File: src/wildcard_byte_signature_scan_unit_macros.svh
// Assertion helpers for the signature scanner.
// Each check is compiled only for simulation and is empty in synthesis.
`ifndef WILDCARD_BYTE_SIGNATURE_SCAN_UNIT_MACROS_SVH
`define WILDCARD_BYTE_SIGNATURE_SCAN_UNIT_MACROS_SVH
`ifndef SYNTHESIS
`define WBSS_ASSERT_SAME(label, clk, rst_n, ante, cons) \
  label: assert property (@(posedge clk) disable iff (!rst_n) (ante) |-> (cons)) \
    else $error("wbss check failed");
`define WBSS_ASSERT_NEXT(label, clk, rst_n, ante, cons) \
  label: assert property (@(posedge clk) disable iff (!rst_n) (ante) |=> (cons)) \
    else $error("wbss check failed");
`else
`define WBSS_ASSERT_SAME(label, clk, rst_n, ante, cons)
`define WBSS_ASSERT_NEXT(label, clk, rst_n, ante, cons)
`endif
`endif

File: src/wbss_pkg.sv
package wbss_pkg;

  // Defaults for the top-level parameters.
  localparam int MAX_PATTERN_BYTES_DEF = 32;
  localparam int OFFSET_BITS_DEF       = 32;

  // Fixed widths of the register file and the pattern storage.
  localparam int CFG_W      = 64;
  localparam int CFG_IDX_W  = 3;
  localparam int WORD_BYTES = 32;
  localparam int LEN_W      = 6;
  localparam int COUNT_W    = 32;

  // Register indexes of the configuration port.
  typedef enum logic [CFG_IDX_W-1:0] {
    CFG_PATTERN_LOW    = 3'd0,
    CFG_PATTERN_SECOND = 3'd1,
    CFG_PATTERN_THIRD  = 3'd2,
    CFG_PATTERN_HIGH   = 3'd3,
    CFG_WILDCARD_MASK  = 3'd4,
    CFG_PATTERN_LENGTH = 3'd5,
    CFG_ALLOWED        = 3'd6,
    CFG_REGION_BASE    = 3'd7
  } cfg_idx_e;

  // Scan status codes.
  localparam logic [1:0] STATUS_NONE = 2'd0;
  localparam logic [1:0] STATUS_FOUND = 2'd1;
  localparam logic [1:0] STATUS_TOO_MANY = 2'd2;

  // Input transaction.
  typedef struct packed {
    logic [7:0] data_byte;
    logic       last_byte;
  } in_t;

  // Result transaction.
  typedef struct packed {
    logic [1:0]  scan_status;
    logic [63:0] match_address;
    logic [31:0] match_total;
  } out_t;

  // Per-cell reference: which pattern byte this window slot is checked against.
  typedef struct packed {
    logic       active;
    logic       wild;
    logic [7:0] pat;
  } cell_ref_t;

endpackage

File: src/wbss_cell.sv
module wbss_cell (
  input  logic                clk_i,
  input  logic                shift_i,
  input  logic [7:0]          byte_i,
  input  wbss_pkg::cell_ref_t ref_i,
  output logic [7:0]          byte_o,
  output logic                match_o
);

  logic [7:0] byte_q;

  // One window slot; it takes the byte of its newer neighbor on every shift.
  always_ff @(posedge clk_i) begin
    if (shift_i) begin
      byte_q <= byte_i;
    end
  end

  assign byte_o = byte_q;

  // A slot outside the pattern or under a wildcard always agrees.
  assign match_o = !ref_i.active || ref_i.wild || (byte_q == ref_i.pat);

endmodule

File: src/wildcard_byte_signature_scan_unit.sv
// Wildcard byte signature scanner.
// Input channel: one byte of a memory region per transaction, with a mark on
// the final byte. Configuration: a write port with enable, register index and
// 64-bit data; the user writes it only while no region is in progress, which
// the block itself does not enforce. Output channel: one result transaction per
// region, produced after its final byte: status, base address plus offset of
// the first match (zero unless found), and match count. Throughput is one byte
// per cycle while no held result is stalled. The window is a chain of byte
// cells that shift once per accepted byte and are all compared in parallel in
// the cycle after; a region's result goes via stage 2 to the output register.
// When the receiver stalls while a result is held, the whole pipeline holds
// and the input stall rises in the same cycle; nothing is dropped.
// Reset clears the scan state and loads the register defaults (length 1,
// allowed matches 1, everything else zero). After each final byte the scan
// state returns to zero; the registers keep their values.
`include "wildcard_byte_signature_scan_unit_macros.svh"

module wildcard_byte_signature_scan_unit #(
  parameter int MAX_PATTERN_BYTES = wbss_pkg::MAX_PATTERN_BYTES_DEF,
  parameter int OFFSET_BITS       = wbss_pkg::OFFSET_BITS_DEF
) (
  input  logic                           clk_i,
  input  logic                           rst_ni,
  input  logic                           in_valid_i,
  output logic                           in_stall_o,
  input  wbss_pkg::in_t                  in_data_i,
  output logic                           out_valid_o,
  input  logic                           out_stall_i,
  output wbss_pkg::out_t                 out_data_o,
  input  logic                           cfg_we_i,
  input  logic [wbss_pkg::CFG_IDX_W-1:0] cfg_idx_i,
  input  logic [wbss_pkg::CFG_W-1:0]     cfg_wdata_i
);

  localparam int LenLimit = (MAX_PATTERN_BYTES < wbss_pkg::WORD_BYTES) ?
                            MAX_PATTERN_BYTES : wbss_pkg::WORD_BYTES;
  localparam int OffW = (OFFSET_BITS < wbss_pkg::COUNT_W) ? OFFSET_BITS : wbss_pkg::COUNT_W;
  localparam int CntW = wbss_pkg::COUNT_W;
  localparam int LenW = wbss_pkg::LEN_W;

  // Configuration registers.
  logic [wbss_pkg::WORD_BYTES-1:0][7:0] pat_q;
  logic [31:0]                          mask_q;
  logic [LenW-1:0]                      len_q;
  logic [7:0]                           allowed_q;
  logic [63:0]                          base_q;

  // Pipeline control.
  logic            adv;
  logic            in_acc;
  logic [CntW-1:0] cnt_q;
  logic [CntW-1:0] cnt_inc;
  logic            s1_valid_q;
  logic            s1_last_q;
  logic [CntW-1:0] s1_seen_q;
  logic [CntW-1:0] match_cnt_q;
  logic [CntW-1:0] match_cnt_d;
  logic [OffW-1:0] first_off_q;
  logic [OffW-1:0] first_off_d;
  logic            r_valid_q;
  logic [CntW-1:0] r_cnt_q;
  logic [OffW-1:0] r_off_q;
  logic            out_valid_q;
  wbss_pkg::out_t  out_data_q;
  wbss_pkg::out_t  out_data_d;

  // Window and compare.
  logic [LenW-1:0]         len_used;
  logic [LenLimit:0][7:0]  chain;
  logic [LenLimit-1:0]     cell_match;
  logic                    window_hit;
  logic [CntW-1:0]         offset_full;

  // The pipeline moves unless a held result is stalled.
  assign adv        = !(out_valid_q && out_stall_i);
  assign in_acc     = in_valid_i && adv;
  assign in_stall_o = !adv;

  // Configuration writes.
  always_ff @(posedge clk_i or negedge rst_ni) begin
    if (!rst_ni) begin
      pat_q     <= '0;
      mask_q    <= '0;
      len_q     <= LenW'(1);
      allowed_q <= 8'd1;
      base_q    <= '0;
    end else if (cfg_we_i) begin
      unique case (wbss_pkg::cfg_idx_e'(cfg_idx_i))
        wbss_pkg::CFG_PATTERN_LOW:    pat_q[7:0]   <= cfg_wdata_i;
        wbss_pkg::CFG_PATTERN_SECOND: pat_q[15:8]  <= cfg_wdata_i;
        wbss_pkg::CFG_PATTERN_THIRD:  pat_q[23:16] <= cfg_wdata_i;
        wbss_pkg::CFG_PATTERN_HIGH:   pat_q[31:24] <= cfg_wdata_i;
        wbss_pkg::CFG_WILDCARD_MASK:  mask_q       <= cfg_wdata_i[31:0];
        wbss_pkg::CFG_PATTERN_LENGTH: len_q        <= cfg_wdata_i[LenW-1:0];
        wbss_pkg::CFG_ALLOWED:        allowed_q    <= cfg_wdata_i[7:0];
        wbss_pkg::CFG_REGION_BASE:    base_q       <= cfg_wdata_i;
      endcase
    end
  end

  // Pattern length clamped to the supported range.
  always_comb begin
    len_used = len_q;
    if (len_q == '0) begin
      len_used = LenW'(1);
    end else if (len_q > LenW'(LenLimit)) begin
      len_used = LenW'(LenLimit);
    end
  end

  // Chain of window cells; slot 0 holds the newest byte. Slot j is checked
  // against pattern byte len-1-j while j is inside the pattern.
  assign chain[0] = in_data_i.data_byte;

  for (genvar j = 0; j < LenLimit; j++) begin : g_cell
    logic [LenW-1:0]     k;
    wbss_pkg::cell_ref_t cref;

    assign k           = len_used - LenW'(1) - LenW'(j);
    assign cref.active = LenW'(j) < len_used;
    assign cref.wild   = mask_q[k[4:0]];
    assign cref.pat    = pat_q[k[4:0]];

    wbss_cell u_cell (
      .clk_i   (clk_i),
      .shift_i (in_acc),
      .byte_i  (chain[j]),
      .ref_i   (cref),
      .byte_o  (chain[j+1]),
      .match_o (cell_match[j])
    );
  end

  // Stage 1: count bytes of the region, saturating.
  assign cnt_inc = (cnt_q == '1) ? cnt_q : cnt_q + CntW'(1);

  always_ff @(posedge clk_i or negedge rst_ni) begin
    if (!rst_ni) begin
      cnt_q      <= '0;
      s1_valid_q <= 1'b0;
    end else if (adv) begin
      s1_valid_q <= in_acc;
      if (in_acc) begin
        cnt_q <= in_data_i.last_byte ? '0 : cnt_inc;
      end
    end
  end

  always_ff @(posedge clk_i) begin
    if (in_acc) begin
      s1_last_q <= in_data_i.last_byte;
      s1_seen_q <= cnt_inc;
    end
  end

  // Stage 2: full-window compare and match bookkeeping.
  assign window_hit  = (&cell_match) && (s1_seen_q >= CntW'(len_used));
  assign offset_full = s1_seen_q - CntW'(len_used);

  always_comb begin
    match_cnt_d = match_cnt_q;
    first_off_d = first_off_q;
    if (window_hit) begin
      if (match_cnt_q == '0) begin
        first_off_d = offset_full[OffW-1:0];
      end
      if (match_cnt_q != '1) begin
        match_cnt_d = match_cnt_q + CntW'(1);
      end
    end
  end

  always_ff @(posedge clk_i or negedge rst_ni) begin
    if (!rst_ni) begin
      match_cnt_q <= '0;
      first_off_q <= '0;
      r_valid_q   <= 1'b0;
    end else if (adv) begin
      r_valid_q <= s1_valid_q && s1_last_q;
      if (s1_valid_q) begin
        match_cnt_q <= s1_last_q ? '0 : match_cnt_d;
        first_off_q <= s1_last_q ? '0 : first_off_d;
      end
    end
  end

  always_ff @(posedge clk_i) begin
    if (adv && s1_valid_q && s1_last_q) begin
      r_cnt_q <= match_cnt_d;
      r_off_q <= first_off_d;
    end
  end

  // Stage 3: status and address into the output register.
  always_comb begin
    out_data_d.match_total   = r_cnt_q;
    out_data_d.match_address = '0;
    if (r_cnt_q == '0) begin
      out_data_d.scan_status = wbss_pkg::STATUS_NONE;
    end else if (r_cnt_q > CntW'(allowed_q)) begin
      out_data_d.scan_status = wbss_pkg::STATUS_TOO_MANY;
    end else begin
      out_data_d.scan_status   = wbss_pkg::STATUS_FOUND;
      out_data_d.match_address = base_q + 64'(r_off_q);
    end
  end

  always_ff @(posedge clk_i or negedge rst_ni) begin
    if (!rst_ni) begin
      out_valid_q <= 1'b0;
    end else if (adv) begin
      out_valid_q <= r_valid_q;
    end
  end

  always_ff @(posedge clk_i) begin
    if (adv && r_valid_q) begin
      out_data_q <= out_data_d;
    end
  end

  assign out_valid_o = out_valid_q;
  assign out_data_o  = out_data_q;

  // A zero count goes with the not-found status and with no other.
  `WBSS_ASSERT_SAME(a_none_iff_zero, clk_i, rst_ni, out_valid_o,
                    (out_data_o.match_total == '0) ==
                    (out_data_o.scan_status == wbss_pkg::STATUS_NONE))
  // Only a found status carries an address.
  `WBSS_ASSERT_SAME(a_addr_only_found, clk_i, rst_ni,
                    out_valid_o && (out_data_o.scan_status != wbss_pkg::STATUS_FOUND),
                    out_data_o.match_address == '0)
  // A held, stalled result stops the input side.
  `WBSS_ASSERT_SAME(a_stall_back, clk_i, rst_ni, out_valid_q && out_stall_i, in_stall_o)
  // The match state starts over after a final byte.
  `WBSS_ASSERT_NEXT(a_clear_after_last, clk_i, rst_ni, adv && s1_valid_q && s1_last_q,
                    (match_cnt_q == '0) && (first_off_q == '0))

endmodule
File: config.mk
export PLATFORM = sky130hd
export DESIGN_NAME = wildcard_byte_signature_scan_unit
export DESIGN_NICKNAME = d
export VERILOG_FILES = /design/src/wbss_pkg.sv /design/src/wbss_cell.sv /design/src/wildcard_byte_signature_scan_unit.sv
export VERILOG_INCLUDE_DIRS = /design/src /design/src/src
export SDC_FILE = /design/constraint.sdc
export NUM_CORES = 2
export LEC_CHECK = 0
export BUFFER_PORTS_ARGS = -buffer_cell sky130_fd_sc_hd__buf_2
export CAP_MARGIN = 15
export CELL_PAD_IN_SITES_DETAIL_PLACEMENT = 0
export CELL_PAD_IN_SITES_GLOBAL_PLACEMENT = 1
export CORE_AREA = 5 5 453 455
export CTS_CLUSTER_SIZE = 14
export DETAILED_ROUTE_END_ITERATION = 6
export DIE_AREA = 0 0 458 460
export GPL_TIMING_DRIVEN = 0
export PLACE_DENSITY = 0.53
export SYNTH_ARGS = -nofsm -noshare
export SYNTH_HDL_FRONTEND = slang
export SYNTH_HIERARCHICAL = 1
export SYNTH_SLANG_ARGS = --single-unit
File: constraint.sdc
create_clock -name clk_i -period 9.1 [get_ports clk_i]
set_clock_uncertainty 0.1 [all_clocks]
set_input_delay 0 -clock clk_i [delete_from_list [all_inputs] [get_ports clk_i]]
set_output_delay 0 -clock clk_i [all_outputs]
set_load 0.05 [all_outputs]
==> summary.md <==
| Metric | Value |
|---|---|
| Drt drc | `0` |
| DRT Pass-1 Iters | `6` |
| Top_reg_cell synth | `dfrtp_1` |
| Top-level port count | `181` |
| Total Power | `0.0286 W` |
| Gr busiest metal | `met2` |
| RD Place Congestion | `1.02` |
| Combinational Power Share | `0.635` |
| Share of the synthesized area in the top cell type | `0.235` |
| Nets | `6,229` |
| Most common cell after layout, fill and taps aside | `nand2_1` |
| Worst Path Max Fanout | `12` |
| P_sw | `0.0145 W` |
| DP HPWL | `229,000 um` |
| Seq/Total Area, Yosys | `0.436` |
| Crit path DAT | `9320 ps` |
| Period utilization | `0.987` |
| Startpoint types | `flop` |
| Routed via count | `48.9k` |
| Top cells by area, synth | `edfxtp_1 23%, dfrtp_1 20%, mux2i_1 13%, nand2_1 8.3%, mux2_2 8.1%` |
| Maximum VDD drop | `0.221 mV` |
| Hold Violations, Final | `0` |
| Clock latency on the worst-skew pair | `800 ps` |
| Met3 Use GR | `0.0457` |
| Fillers | `20.4k` |
| Final setup vio count | `0` |
| Num CTS Buffers | `110` |
| Global-route wire length before repair | `385,000 um` |
| Post-synth EDFFs | `451` |
| Slew HR | `0.119` |
| Int Pwr | `0.0141 W` |
| WL/cell | `32.3 um` |
| Vias in the first global route | `46.8k` |
| Layout cells sized above 1 | `0.167` |
| PD cells | `420 nW/um^2` |
| Leading area contributor after synthesis | `edfxtp_1` |
| Die ar. | `211,000 um^2` |
| Clock transition at path regs | `60 ps` |
| Drt total wl | `286,000 um` |
| Post-synthesis register bit count | `916` |
| Max-slew violation count | `0` |
| CTS tree | `yes` |
| Initial antenna violation count | `39` |
| Syn_nets | `5,812` |
| Flop pwr share | `0.198` |
| Slew @ Worst Pin | `1320 ps` |
| Status | `completed` |
| Number of clock sinks | `916` |
| Hold Path Class | `primary input to flop` |
| Fmax achieved | `0.111 GHz` |
| Total congestion overflow | `0` |
| Max-Cap Viols | `0` |
| Post-synthesis average cell area | `10.2 um^2` |
| Mapped Area | `57,700 um^2` |
| H-tree depth | `3` |
| Initial Util | `0.287` |
| Synthesis-to-layout area growth | `17.7%` |
| Core area | `201,000 um^2` |
| Pleak | `28.1 nW` |
| Async SR Flop Fraction | `0.508` |
| Buffers on Ports | `176` |
| Synth cell types | `70` |
| CP Capture Type | `flop` |
| CP Class | `flop to flop` |
| Met1 Use GR | `0.354` |
| Final Hold Slack | `36.6 ps` |
| Vias per cell | `5.52` |
| RSZ-0062 raised after global routing | `false` |
| Die Height | `460 um` |
| Antenna-violating nets left | `0` |
| Chip width | `458 um` |
| Iter 0 DRT Violations | `5,954` |
| Clk root buf | `clkbuf_16` |
| Commonest non-fill, non-tap cells in the layout | `1,267 x nand2_1, 739 x mux2i_1, 463 x dfrtp_1` |
| Cells after synthesis | `5,661` |
| M2 GR Usage | `0.394` |
| Clock network fraction of total power | `0.167` |
| Yosys warning total | `6` |
| Row count | `165` |
| All-Layer GR Usage | `0.262` |
| Fin crit period | `8980 ps` |
| CTS max path bufs | `3` |
| Worst EP required | `9440 ps` |
| Largest net degree at the start of global routing | `121` |
| Sw Ratio | `0.508` |
-- layout make-up --
cell class | count | area (um^2) | share of cell area
Clock buffer | 134 | 2980 | 0.0438
Sequential cell | 916 | 25200 | 0.371
Timing Repair Buffer | 311 | 2410 | 0.0355
Tap cell | 2672 | 3340 | 0.0492
Multi-Input combinational cell | 4302 | 31200 | 0.460
Buffer | 347 | 1550 | 0.0228
Clock inverter | 73 | 880 | 0.0129
Inverter | 90 | 340 | 0.00501
Antenna cell | 15 | 37.5 | 0.000552
-- layer usage --
layer / vias up / routed length [um]
met2: 2377 / 122000
met1: 24800 / 122000
met3: 556 / 21300
met5: - / 89
li1: 21200 / -
met4: 14 / 20200
-- sequential cells by signal (all words and copies together), names as in the netlist --
register / cells
mask_q: 32
cnt_q: 32
match_cnt_q: 32
pat_q: 256
g_cell.u_cell/byte_o: 256
s1_last_q: 1
len_q: 6
s1_valid_q: 1
base_q: 64
s1_seen_q: 32
r_valid_q: 1
r_off_q: 32
out_valid_o: 1
first_off_q: 32
out_data_o: 98
r_cnt_q: 32
allowed_q: 8
-- stage by stage --
| step | utilization | std cells | TNS, ps | worst slack (ps) | cell area, um^2 |
|---|---|---|---|---|---|
| after floorplan | - | 5661 | 0 | 1890 | 57700 |
| after global placement | 0.308 | 8509 | -1543590 | -4070 | 62000 |
| after detailed placement | 0.310 | 8529 | -355300 | -3490 | 62400 |
| after CTS | 0.337 | 8837 | 0 | 31.3 | 67700 |
| after global routing | 0.338 | 8850 | 0 | 60.0 | 67900 |
| final | 0.338 | 8860 | 0 | 118 | 68000 |
-- power by group through the flow --
stage          combinational [W]  clock [W]  sequential, W
6_report                  0.0181    0.00477        0.00566
2_1_floorplan             0.0106          0        0.00558
4_1_cts                   0.0174    0.00488        0.00564
3_3_place_gp              0.0169          0        0.00576
5_1_grt                   0.0187    0.00503        0.00571
3_5_place_dp              0.0170          0        0.00571
-- critical path, cell delays in order, from the launching register on --
cell             delay [ps]
dfrtp_1                 510
nor4_1                  310
nor2_1                   70
nor2_1                  340
buf_2                   370
clkbuf_4                380
clkbuf_8                320
ha_1                    400
buf_2                   430
clkdlybuf4s15_2         630
mux2i_1                 790
mux2i_1                 400
a22o_1                  320
a221oi_1                470
xnor2_1                 180
nand4_1                 110
o21ai_1                 280
nand4_1                 150
nor4_1                  400
nand2_2                 120
buf_12                  170
a41oi_4                 270
nand2_1                 120
clkbuf_1                290
clkbuf_2                330
nand2_1                 120
o21ai_1                 200
-- cells in the mapped netlist, drive strengths merged, types with 118 or more instances --
library cell and n:
xnor2 368, edfxtp 451, nand4 118, mux2i 741, clkbuf 255, dfrtp 463
nor2 146, and3 172, nand2 1269, mux2 414, o21ai 209, a31oi 171
-- worst paths after layout --
kind | from | endpoint | slack (ps) | depth (start not counted)
setup / recovery | len_q[1]$_DFFE_PN0P_ | r_off_q[31]$_DFFE_PP_ | 120 | 26
hold / removal | cfg_wdata_i[24] | pat_q[152]$_DFFE_PN0P_ | 40 | 3
setup reg to reg | len_q[1]$_DFFE_PN0P_ | r_off_q[31]$_DFFE_PP_ | 120 | 26
hold reg to reg | r_cnt_q[19]$_DFFE_PP_ | out_data_o[19]$_DFFE_PP_ | 360 | 0
max in group asynchronous | rst_ni | pat_q[251]$_DFFE_PN0P_ | 7110 | 6
min in group asynchronous | rst_ni | len_q[0]$_DFFE_PN1P_ | 250 | 3
-- timing repair --
action                                 4_1_cts  5_1_grt
setup endpoints to repair                  128      125
setup buffers                                4        8
pin swaps                                    4        4
cloned                                       0        0
hold buffers                               102        0
resized for setup                          115       53
endpoints found under the hold margin      637        0
-- kinds of logic after synthesis --
logic type / count (synthesis) / share of synthesized area
flops: 916 / 0.436
compound gates: 656 / 0.0721
buf+inv: 443 / 0.0304
mux: 1211 / 0.231
fa+ha+maj: 70 / 0.0154
simple gates: 1929 / 0.148
xor+xnor: 436 / 0.0667
Note: power is estimated with default switching activity, not from simulation.
